## config.mk

```make
export PLATFORM = sky130hd
export DESIGN_NAME = calendar_day_number_converter
export DESIGN_NICKNAME = d
export VERILOG_FILES = /design/src/cdnc_pkg.sv /design/src/cdnc_dpath.sv /design/src/cdnc_ctrl.sv /design/src/calendar_day_number_converter.sv
export SDC_FILE = /design/constraint.sdc
export NUM_CORES = 1
export LEC_CHECK = 0
export BUFFER_PORTS_ARGS = -buffer_cell sky130_fd_sc_hd__buf_4
export CORE_MARGIN = 2
export CORE_UTILIZATION = 45
export DETAILED_ROUTE_END_ITERATION = 7
export PLACE_DENSITY_LB_ADDON = 0.15
export REMOVE_ABC_BUFFERS = 1
export SLEW_MARGIN = 15
export SYNTH_ARGS = -nofsm -noshare
export SYNTH_HDL_FRONTEND = slang
export SYNTH_SLANG_ARGS = --single-unit
```

## constraint.sdc

```tcl
create_clock -name clk_i -period 18.45 [get_ports clk_i]
set_input_delay 3.69 -clock clk_i [delete_from_list [all_inputs] [get_ports clk_i]]
set_output_delay 3.69 -clock clk_i [all_outputs]
set_load 0.05 [all_outputs]
```

## src/cdnc_pkg.sv

```systemverilog
`default_nettype none

package cdnc_pkg;

  // Field widths
  localparam int DN_W    = 15;
  localparam int YEAR_W  = 12;
  localparam int MONTH_W = 4;
  localparam int DAY_W   = 5;

  // Default first year of the day count (1 January is day 1)
  localparam int BASE_YEAR_DEF = 2020;

  localparam int DAYS_COMMON = 365;

  // floor(q / 25) == (q * RECIP25) >> 17 for every q below 1024
  localparam int RECIP25 = 5243;

  typedef struct packed {
    logic                 opcode;
    logic [YEAR_W-1:0]    year_in;
    logic [MONTH_W-1:0]   month_in;
    logic [DAY_W-1:0]     day_in;
    logic [DN_W-1:0]      day_number_in;
  } in_t;

  typedef struct packed {
    logic [DN_W-1:0]      day_number_out;
    logic [YEAR_W-1:0]    year_out;
    logic [MONTH_W-1:0]   month_out;
    logic [DAY_W-1:0]     day_out;
  } out_t;

  // Opcodes
  localparam logic OP_DATE_TO_NUM = 1'b0;
  localparam logic OP_NUM_TO_DATE = 1'b1;

  // Controller to datapath
  typedef struct packed {
    logic load;      // capture input transfer
    logic div_prev;  // leap count through year-1, whole-year product
    logic div_cur;   // leap flag of the input year
    logic d_sum;     // final date-to-number sum into result register
    logic n_step;    // one year of the year walk
    logic n_fix;     // day-zero correction, leap flag of final year
    logic n_month;   // month search and day into result register
  } dp_cmd_t;

  // Datapath to controller
  typedef struct packed {
    logic opcode;
    logic walk_done;
  } dp_sts_t;

  // Days before month index 0..11 (January is 0)
  function automatic logic [8:0] days_before(input logic [3:0] idx);
    logic [8:0] d;
    case (idx)
      4'd0:    d = 9'd0;
      4'd1:    d = 9'd31;
      4'd2:    d = 9'd59;
      4'd3:    d = 9'd90;
      4'd4:    d = 9'd120;
      4'd5:    d = 9'd151;
      4'd6:    d = 9'd181;
      4'd7:    d = 9'd212;
      4'd8:    d = 9'd243;
      4'd9:    d = 9'd273;
      4'd10:   d = 9'd304;
      4'd11:   d = 9'd334;
      default: d = 9'd0;
    endcase
    return d;
  endfunction

endpackage

`default_nettype wire

```

## src/cdnc_dpath.sv

```systemverilog
`default_nettype none

module cdnc_dpath import cdnc_pkg::*; #(
  parameter int BASE_YEAR = BASE_YEAR_DEF
) (
  input  wire logic    clk_i,
  input  wire in_t     in_i,
  input  wire dp_cmd_t cmd_i,
  output dp_sts_t      sts_o,
  output out_t         out_o
);

  // Upper bound on the year walk from a 15-bit day number
  localparam int WalkMax   = 32767 / DAYS_COMMON + 2;
  localparam int YearBits  = $clog2(BASE_YEAR + WalkMax + 1);
  localparam int YearW     = (YearBits > YEAR_W) ? YearBits : YEAR_W;
  localparam int PrevYear  = BASE_YEAR - 1;
  localparam int BaseLeaps = PrevYear / 4 - PrevYear / 100 + PrevYear / 400;
  localparam logic PrevLeap = ((PrevYear % 4) == 0) &&
                              (((PrevYear % 100) != 0) || ((PrevYear % 400) == 0));
  localparam logic [8:0] BaseC400 = 9'(BASE_YEAR % 400);

  // Captured input
  logic                opcode_q;
  logic [YEAR_W-1:0]   year_in_q;
  logic [MONTH_W-1:0]  month_q;
  logic [DAY_W-1:0]    day_in_q;

  // Date-to-number partial results
  logic [9:0]          lp_q;
  logic [DN_W-1:0]     prod_q;
  logic                lyin_q;

  // Number-to-date walk state
  logic [DN_W-1:0]     n_q;
  logic [YearW-1:0]    year_q;
  logic [8:0]          c400_q;
  logic                prevleap_q;
  logic                ly_q;

  out_t                out_q;

  // Month clamp at capture
  logic [MONTH_W-1:0]  month_clamp;
  always_comb begin
    if (in_i.month_in == 4'd0) begin
      month_clamp = 4'd1;
    end else if (in_i.month_in > 4'd12) begin
      month_clamp = 4'd12;
    end else begin
      month_clamp = in_i.month_in;
    end
  end

  // Divide-by-100 unit, shared by year-1 and year
  logic [YEAR_W-1:0] opnd;
  logic [9:0]        quo4;
  logic [22:0]       recip;
  logic [5:0]        quo100;
  logic              is_m100;
  logic              is_m400;
  logic              is_leap;
  logic [9:0]        leaps;

  assign opnd    = cmd_i.div_prev ? (year_in_q - 12'd1) : year_in_q;
  assign quo4    = opnd[11:2];
  assign recip   = 23'(quo4) * 23'(RECIP25);
  assign quo100  = recip[22:17];
  assign is_m100 = (opnd[1:0] == 2'b00) && (quo4 == ({4'b0, quo100} * 10'd25));
  assign is_m400 = is_m100 && (quo100[1:0] == 2'b00);
  assign is_leap = (opnd[1:0] == 2'b00) && (!is_m100 || is_m400);
  assign leaps   = quo4 - 10'(quo100) + 10'(quo100[5:2]);

  // Whole-year product
  logic [DN_W-1:0] diff;
  logic [DN_W-1:0] prod_d;
  assign diff   = 15'(year_in_q) - 15'(BASE_YEAR);
  assign prod_d = diff * 15'(DAYS_COMMON);

  // Date-to-number final sum
  logic            after_base;
  logic [DN_W-1:0] whole;
  logic [DN_W-1:0] dn;
  assign after_base = YearW'(year_in_q) > YearW'(BASE_YEAR);
  assign whole = after_base ? (prod_q + 15'(lp_q) - 15'(BaseLeaps)) : '0;
  assign dn    = whole + 15'(days_before(month_q - 4'd1)) +
                 15'((month_q > 4'd2) && lyin_q) + 15'(day_in_q);

  // Leap flag of the walked year from its position in the 400-year cycle
  logic c400_leap;
  assign c400_leap = (c400_q[1:0] == 2'b00) &&
                     !(c400_q inside {9'd100, 9'd200, 9'd300});

  // Month search: first month whose last day reaches the remaining count
  logic [MONTH_W-1:0] mon;
  logic [DN_W-1:0]    day_rem;
  always_comb begin
    mon = 4'd12;
    for (int m = 11; m >= 1; m--) begin
      if ((15'(days_before(4'(m))) + 15'(ly_q && (m > 1))) >= n_q) begin
        mon = 4'(m);
      end
    end
    day_rem = n_q - 15'(ly_q && (mon > 4'd2)) - 15'(days_before(mon - 4'd1));
  end

  always_ff @(posedge clk_i) begin
    if (cmd_i.load) begin
      opcode_q   <= in_i.opcode;
      year_in_q  <= in_i.year_in;
      month_q    <= month_clamp;
      day_in_q   <= in_i.day_in;
      n_q        <= in_i.day_number_in;
      year_q     <= YearW'(BASE_YEAR);
      c400_q     <= BaseC400;
      prevleap_q <= PrevLeap;
    end
    if (cmd_i.div_prev) begin
      lp_q   <= leaps;
      prod_q <= prod_d;
    end
    if (cmd_i.div_cur) begin
      lyin_q <= is_leap;
    end
    if (cmd_i.n_step) begin
      n_q        <= n_q - (15'(DAYS_COMMON) + 15'(c400_leap));
      prevleap_q <= c400_leap;
      year_q     <= year_q + YearW'(1);
      c400_q     <= (c400_q == 9'd399) ? 9'd0 : (c400_q + 9'd1);
    end
    if (cmd_i.n_fix) begin
      if (n_q == '0) begin
        // day zero is the last day of the year before
        year_q <= year_q - YearW'(1);
        n_q    <= 15'(DAYS_COMMON) + 15'(prevleap_q);
        ly_q   <= prevleap_q;
      end else begin
        ly_q <= c400_leap;
      end
    end
    if (cmd_i.d_sum) begin
      out_q.day_number_out <= dn;
      out_q.year_out       <= '0;
      out_q.month_out      <= '0;
      out_q.day_out        <= '0;
    end
    if (cmd_i.n_month) begin
      out_q.day_number_out <= '0;
      out_q.year_out       <= year_q[YEAR_W-1:0];
      out_q.month_out      <= mon;
      out_q.day_out        <= day_rem[DAY_W-1:0];
    end
  end

  assign sts_o.opcode    = opcode_q;
  assign sts_o.walk_done = n_q <= 15'(DAYS_COMMON);
  assign out_o           = out_q;

endmodule

`default_nettype wire

```

## src/cdnc_ctrl.sv

```systemverilog
`default_nettype none

module cdnc_ctrl import cdnc_pkg::*; (
  input  wire logic    clk_i,
  input  wire logic    rst_ni,
  input  wire logic    in_valid_i,
  output logic         in_ready_o,
  output logic         out_valid_o,
  input  wire logic    out_ready_i,
  input  wire dp_sts_t sts_i,
  output dp_cmd_t      cmd_o
);

  typedef enum logic [2:0] {
    ST_IDLE,
    ST_ROUTE,
    ST_D_PREV,
    ST_D_CUR,
    ST_D_SUM,
    ST_N_WALK,
    ST_N_FIX,
    ST_N_MONTH
  } state_e;

  state_e state_q, state_d;
  logic   out_valid_q, out_valid_d;
  logic   slot_free;

  // Result register can take a new value
  assign slot_free = !out_valid_q || out_ready_i;

  // Next state and datapath commands
  always_comb begin
    state_d     = state_q;
    cmd_o       = '0;
    out_valid_d = out_valid_q && !out_ready_i;
    case (state_q)
      ST_IDLE: begin
        if (in_valid_i) begin
          cmd_o.load = 1'b1;
          state_d    = ST_ROUTE;
        end
      end
      ST_ROUTE: begin
        state_d = (sts_i.opcode == OP_NUM_TO_DATE) ? ST_N_WALK : ST_D_PREV;
      end
      ST_D_PREV: begin
        cmd_o.div_prev = 1'b1;
        state_d        = ST_D_CUR;
      end
      ST_D_CUR: begin
        cmd_o.div_cur = 1'b1;
        state_d       = ST_D_SUM;
      end
      ST_D_SUM: begin
        if (slot_free) begin
          cmd_o.d_sum = 1'b1;
          out_valid_d = 1'b1;
          state_d     = ST_IDLE;
        end
      end
      ST_N_WALK: begin
        if (sts_i.walk_done) begin
          state_d = ST_N_FIX;
        end else begin
          cmd_o.n_step = 1'b1;
        end
      end
      ST_N_FIX: begin
        cmd_o.n_fix = 1'b1;
        state_d     = ST_N_MONTH;
      end
      ST_N_MONTH: begin
        if (slot_free) begin
          cmd_o.n_month = 1'b1;
          out_valid_d   = 1'b1;
          state_d       = ST_IDLE;
        end
      end
      default: begin
        state_d = ST_IDLE;
      end
    endcase
  end

  // State and output valid
  always_ff @(posedge clk_i or negedge rst_ni) begin
    if (!rst_ni) begin
      state_q     <= ST_IDLE;
      out_valid_q <= 1'b0;
    end else begin
      state_q     <= state_d;
      out_valid_q <= out_valid_d;
    end
  end

  assign in_ready_o  = (state_q == ST_IDLE);
  assign out_valid_o = out_valid_q;

endmodule

`default_nettype wire

```

## src/calendar_day_number_converter.sv

```systemverilog
`default_nettype none
// Date to day number: capture, route, leap count through year-1, leap flag
// of the input year, then the final sum. Day number to date: capture, route,
// a walk over whole years (up to 89 for a 15-bit day number), one year per
// cycle, then day-zero fix and month search. One item at a time; a result
// still waiting in the output register holds the next item at its final step.
// Reset: asynchronous active low; clears the controller and the output valid.
module calendar_day_number_converter import cdnc_pkg::*; #(
  parameter int BASE_YEAR = BASE_YEAR_DEF
) (
  input  wire logic clk_i,
  input  wire logic rst_ni,
  input  wire logic in_valid_i,
  output logic      in_ready_o,
  input  wire in_t  in_i,
  output logic      out_valid_o,
  input  wire logic out_ready_i,
  output out_t      out_o
);

  dp_cmd_t cmd;
  dp_sts_t sts;

  cdnc_ctrl u_ctrl (
    .clk_i       (clk_i),
    .rst_ni      (rst_ni),
    .in_valid_i  (in_valid_i),
    .in_ready_o  (in_ready_o),
    .out_valid_o (out_valid_o),
    .out_ready_i (out_ready_i),
    .sts_i       (sts),
    .cmd_o       (cmd)
  );

  cdnc_dpath #(
    .BASE_YEAR (BASE_YEAR)
  ) u_dpath (
    .clk_i (clk_i),
    .in_i  (in_i),
    .cmd_i (cmd),
    .sts_o (sts),
    .out_o (out_o)
  );

endmodule

`default_nettype wire

```

=== Word-level counts from Yosys, hierarchy flattened ===
Memories as Yosys holds them, arrays and structs flattened.
Index checks and enable logic that the tools add are counted.

* Input port bits: 41
* Memories kept: 2
* Logic and storage cells: 156
* Register bits after elaboration: 126
* Output and inout port bits: 38
* Bits in read-only memories: 288

* Eq/ne operators: 15
* Multiply operators: 3
* Order comparisons: 16
* Multiplexer cells: 47
* $add $sub $neg: 29
* Reduce and logical (&&, ||, !) cells: 25

{| class="wikitable"
|+ Memory list
! memory !! depth !! width !! rd ports !! clocked after Yosys merged registers in !! write ports !! RTL line !! source
|-
| (name not given) || 16 || 9 || 1 || 0 || 0 || cdnc_pkg.sv:58 || <nowiki>case (idx)</nowiki>
|-
| (name not given) || 16 || 9 || 1 || 0 || 0 || cdnc_pkg.sv:58 ||
|}

{| class="wikitable"
|+ Operators with widths
! kind !! number
|-
| 15-bit two-way mux || 5
|-
| 9-bit by 15-bit >= comparator with 1-bit output || 4
|-
| 12-bit two-way mux || 5
|-
| 9-bit by 1-bit adder with 10-bit output, first input constant || 5
|-
| 10-bit by 15-bit >= comparator with 1-bit output || 3
|-
| 4-bit two-way mux || 11
|-
| 21-bit two-way mux || 2
|-
| 8-bit by 1-bit adder with 9-bit output, first input constant || 4
|-
| 8-bit by 15-bit >= comparator with 1-bit output || 2
|-
| 9-bit two-way mux || 3
|-
| 12-bit by 1-bit subtractor with 12-bit output, second input constant || 2
|-
| 10-bit by 13-bit multiplier with 23-bit output, second input constant || 1
|-
| 3-bit one-hot mux with 7 select lines || 1
|-
| 9-bit equality test, second input constant || 2
|-
| 7-bit by 1-bit adder with 8-bit output, first input constant || 2
|-
| 15-bit by 1-bit adder with 15-bit output || 1
|-
| 15-bit by 10-bit adder with 15-bit output || 1
|-
| 15-bit by 5-bit adder with 15-bit output || 1
|-
| 15-bit by 9-bit adder with 15-bit output || 1
|-
| 5-bit by 15-bit >= comparator with 1-bit output, first input constant || 1
|-
| 7-bit by 15-bit >= comparator with 1-bit output || 1
|-
| 15-bit by 9-bit less-or-equal comparator with 1-bit output, second input constant || 1
|-
| 15-bit logical NOT || 1
|-
| 15-bit by 9-bit multiplier with 15-bit output, second input constant || 1
|-
| other kinds (35) || 74
|}

=== Depth between registers and ports, before layout ===
* Depth in word-level cells: 18
* Gate-level depth with buffers: 39
* Mapped depth without buffers: 39

=== Modules after synthesis ===
From an unflattened synthesis, not the netlist that was laid out.

* Cells, all modules: 1,522
* Area, all modules: 14,053.5 µm²

{| class="wikitable"
|+ Modules (own cells, without submodules)
! module !! times used !! cells an instance !! sequential area each (µm²) !! area each (µm²)
|-
| cdnc_dpath || 1 || 1,485 || 3,243.1 || 13,761.9
|-
| cdnc_ctrl || 1 || 37 || 100.1 || 291.5
|}

=== Worst setup path after synthesis ===
OpenSTA, ideal clock, no wires.

* Path type: register to register
* Start: reg u_ctrl.state_q[1]
* End: reg u_dpath.lyin_q, data pin
* Data arrival time: 10,396 ps
* Slack: 7,788 ps
* Required time: 18,185 ps
* Stages on the path, launching flop included: 33
* Path buffers: 1
* Clock period less this slack: 10,662 ps
* Library setup time: 265 ps
* Cells stage by stage: dfrtp_1 > clkbuf_1 > nor3b_1 > and3_1 > nand2_1 > xor2_1 > clkinv_1 > xnor2_1 > ha_1 > fa_1 > inv_1 > fa_1 > fa_1 > fa_1 > inv_1 > ha_1 > a21oi_1 > o21ai_0 > a21oi_1 > a31o_1 > or2b_1 > xnor2_1 > xnor2_1 > ha_1 > ha_1 > ha_1 > a21o_1 > a21o_1 > a21oi_1 > xnor2_1 > xnor2_1 > nor4_1 > a21oi_1

* Longest elaborated chain between the ends: 10
* Elaborated cells between the ends (all ways): 13
* Classes of those cells: 2 x mul; 2 x eq/ne; 2 x mux; 7 x reduce/logical

{| class="wikitable"
|+ Ends and longest elaborated chain
! element !! RTL line !! source
|-
| start: declaration || cdnc_ctrl.sv:25 || <nowiki>state_e state_q, state_d;</nowiki>
|-
| start signal: assignment || cdnc_ctrl.sv:92 || <nowiki>state_q <= state_d;</nowiki>
|-
| 3-bit by 2-bit equality test with 1-bit output (*) || cdnc_ctrl.sv:37 || <nowiki>case (state_q)</nowiki>
|-
| 1-bit two-way mux (*) || cdnc_ctrl.sv:37 ||
|-
| 12-bit two-way mux (*) || cdnc_dpath.sv:65 || <nowiki>assign opnd = cmd_i.div_prev ? (year_in_q - 12'd1) : year_in_q;</nowiki>
|-
| 10-bit by 13-bit multiplier with 23-bit output || cdnc_dpath.sv:67 || <nowiki>assign recip = 23'(quo4) * 23'(RECIP25);</nowiki>
|-
| 6-bit by 5-bit multiplier with 10-bit output || cdnc_dpath.sv:69 || <nowiki>assign is_m100 = (opnd[1:0] == 2'b00) && (quo4 == ({4'b0, quo100} * 10'd25));</nowiki>
|-
| 10-bit equality test || cdnc_dpath.sv:69 ||
|-
| 1-bit logical AND || cdnc_dpath.sv:69 ||
|-
| 1-bit logical NOT or 1-bit logical AND (tied branches) || cdnc_dpath.sv:71, cdnc_dpath.sv:70 ||
|-
| 1-bit logical OR || cdnc_dpath.sv:71 || <nowiki>assign is_leap = (opnd[1:0] == 2'b00) && (!is_m100 || is_m400);</nowiki>
|-
| 1-bit logical AND (*) || cdnc_dpath.sv:71 ||
|-
| via u_dpath.is_leap || cdnc_dpath.sv:62 || <nowiki>logic is_leap;</nowiki>
|-
| end signal: assignment || cdnc_dpath.sv:123 || <nowiki>lyin_q <= is_leap;</nowiki>
|-
| end: declaration || cdnc_dpath.sv:32 || <nowiki>logic lyin_q;</nowiki>
|}

The timed path passes the listed nets; every way through them passes the cells marked *.
A chain may end at the register's enable or synchronous reset.

=== Worst setup path after layout ===
* Start: reg u_ctrl.state_q[2]
* End: reg u_dpath.lyin_q, data pin

The elaborated chain is that of the path after synthesis.

==> flow_summary.ini <==
[detailed_routing]
first_iter_violations = 584
ant_nets = 0
dr.pass1.iters = 5
via_per_inst = 5.30
drt_wl_total_microns = 30300
drcViolationCount = 0
vias = 10305
post_drt_wl_per_cell_microns = 15.6

[timing]
timing.fmax_mhz = 98.7
rsz0062_at_grt = no
fin_crit_ns = 10.13
finalHoldViolCount = 0
fin_crit_sh = 0.549
relSlewSlack = 0.342
fin_tns_setup_ns = 0
worst_slew_pin_slew_ns = 0.979
fin_worst_skew_ns = 0.0157
drv_slew = 0
setup_violations = 0

[min_path]
hold_start = u_dpath.year_q[11]
holdPathStages = 1
hp-class = flop to flop
min_to = u_dpath.year_q[11]

[grt]
grt_pass1_wl_microns = 50300
use_met2 = 0.323
grt_pass1_vias = 10038
grt_use_met1 = 0.281
overflow = 0
grt_use_total = 0.202
grtUsageMet3 = 0.0286
grt_busiest_layer = met2
antenna_found_initial = 0
grt_max_degree = 32

[worst_setup_path]
rr_worst_depth = 30
worstPathRequired_ns = 18.62
path_class = flop to flop
worst_r2r_endpoint = u_dpath.lyin_q
slowest_delay_ns = 0.78
r2r-start = u_ctrl.state_q[2]
critPathTopFamily = adder cells
crit_slowest_cell = xnor2_1
worstPathMaxFanout = 14
rrSetupSlack_ns = 8.32
arrival_ns = 10.30
crit_buf_inv = 2
end_kind = flop
crit_path_start_kind = flop

[cts]
clock-sinks = 126
htreeDepth = 4
cts-resized-gates = 0
cts_post_setup_buffers_inserted = 0
cts.clk_slew.worst_paths_ns = 0.06
root_buffer = clkbuf_16
clock_latency_ns = 0.44
numCtsBuffers = 17
cts_tree = done
cts_buffer_depth = 2
hold_buffers = 0

[floorplan]
dieArea_sq_um = 31300
row_count = 63
die_x_microns = 177
die_h_microns = 177
fp.coreArea_sq_um = 29600
start_util = 0.456
ios = 79

[placement]
port_buffers = 78
hpwl_microns = 24300
place_congestion = 0.951

[logic_synthesis]
async_reset_ff_frac = 0.0317
synth.distinct_cells = 71
synth_edf_count = 80
postSynthAreaPerCell_sq_um = 9.08
postSynthRegisterBits = 126
ys_warn_count = 0
synthFlopType = edfxtp_1
netlist_instances = 1484
synth_area_sq_um = 13500
ys_seq_area_frac = 0.248

[final_layout]
area_growth_syn_to_layout_pct = 11.5
num_antenna_cells = 0
final_nets = 1885
drive_gt1_frac = 0.0835
fillCellCount = 2753
multi_input_area_sq_um = 9060
seqCellArea_sq_um = 3340

[run_status]
status = finished, final reports clean

[run]
maxCapViolations = 0
[Yosys cell counts (4+ instances only)]
cell      number  area share
nand4_1       14      0.0065
a21oi_1       75       0.028
or3_1         11      0.0051
or2_2          6      0.0028
nand2b_1      14      0.0065
a31oi_1       11      0.0051
o211ai_1       7      0.0039
nand2_1       79       0.022
and2_1        19      0.0088
edfxtp_1      80        0.18
nor3b_1        5      0.0028
nor4_1         8      0.0037
nor3_1        31       0.012
fa_1          77        0.11
a211oi_1       7      0.0039
dfrtp_1        4      0.0074
and4_1         6      0.0039
a22o_1        12      0.0078
nand3b_1       4      0.0022
a221oi_1       6      0.0039
xor2_1        29       0.019
dfxtp_1       42       0.062
nand3_1       36       0.013
a211o_1        7      0.0046
ha_1         224        0.21
o22ai_1        7      0.0033
o21ai_0       72       0.027
clkbuf_1      41       0.011
a21o_1        17      0.0095
o31ai_1        7      0.0039
nor2b_1       19      0.0088
o221ai_1       4      0.0026
xnor2_1       80       0.052
nor2_1        94       0.026
inv_1        239       0.067
and3_1        18      0.0084
o21a_1         9      0.0050
o21bai_1      13      0.0072
[layout by cell type, fill, tap and decap left out, types with 29 or more instances in the layout]
| master | synthesis | final |
|---|---|---|
| inv_1 | 239 | 239 |
| ha_1 | 224 | 224 |
| fa_1 | 77 | 77 |
| nand2_1 | 79 | 79 |
| xor2_1 | 29 | 29 |
| buf_4 | 0 | 83 |
| a21oi_1 | 75 | 75 |
| nor3_1 | 31 | 31 |
| o21ai_0 | 72 | 72 |
| xnor2_1 | 80 | 80 |
| dfxtp_1 | 42 | 42 |
| nor2_1 | 94 | 94 |
| nand3_1 | 36 | 36 |
| edfxtp_1 | 80 | 80 |
[per-layer routing]
metal	share of wire	wire length (microns)	up-vias
met5	0	0	-
met4	0.021	629	0
met3	0.039	1190	43
met2	0.45	13800	200
met1	0.49	14800	4845
li1	-	-	5217
[area by class of cell]
type | instances | area share
clock buffers | 17 | 0.0283
clock inverters | 15 | 0.0112
inverters | 242 | 0.0605
multi-input cells | 1073 | 0.603
flip-flops and latches | 126 | 0.223
well taps | 390 | 0.0325
repair buffers | 83 | 0.0415
[worst reg2reg max path: cells and delay by family (launching register included)]
family	cells	cell delay, ns
DFF	1	0.55
buffers and inverters	2	0.13
adders and majority gates	9	3.62
AOI/OAI and AO/OA	9	1.59
and+or+nand+nor	5	2.04
xor gates and xnor gates	5	1.90
[sequential cells by signal, summed over array words and instances, names as in the netlist]
name	flops
u_dpath.year_q	12
u_dpath.month_q	4
u_dpath.prod_q	15
u_dpath.lyin_q	1
u_dpath.out_o	36
u_dpath.prevleap_q	1
u_dpath.n_q	15
u_dpath.day_in_q	5
u_dpath.c400_q	9
u_dpath.year_in_q	12
u_dpath.lp_q	10
u_dpath.opcode_q	1
u_ctrl.state_q	3
u_dpath.ly_q	1
u_ctrl.out_valid_o	1
[worst max-delay path by stage]
stage	slack [ns]	start	endpoint	cells past startpoint
3_3_place_gp	8.58	u_ctrl.state_q[2]	u_dpath.lyin_q	30
5_1_grt	7.64	u_ctrl.state_q[2]	u_dpath.lyin_q	30
3_5_place_dp	8.37	u_ctrl.state_q[2]	u_dpath.lyin_q	30
4_1_cts	8.33	u_ctrl.state_q[2]	u_dpath.lyin_q	30
6_report	8.32	u_ctrl.state_q[2]	u_dpath.lyin_q	30
2_1_floorplan	7.89	u_ctrl.state_q[2]	u_dpath.lyin_q	31
[through the flow]
stage / setup WS (ns) / util / hold slack, ns / cells / area, sq um
floorplan: 7.89 / - / 0.420 / 1441 / 13300
global placement: 8.58 / 0.488 / 0.432 / 1914 / 14400
detailed placement: 8.37 / 0.488 / 0.463 / 1914 / 14400
CTS: 8.33 / 0.508 / 0.464 / 1946 / 15000
global route: 7.64 / 0.508 / 0.481 / 1946 / 15000
finish: 8.32 / 0.508 / 0.461 / 1946 / 15000
[kinds of logic after synthesis]
group,count (synthesis),share of synthesized area
AO/OA/AOI/OAI,285,0.137
XOR/XNOR,109,0.0709
adder cells (fa/ha/maj),301,0.322
buffers and inverters,285,0.0795
flip-flops,126,0.248
multiplexers,5,0.00390
AND/OR/NAND/NOR,373,0.138
Power is not shown: default switching activity piles up to over one toggle a cycle in this logic, so the estimate is an artifact.
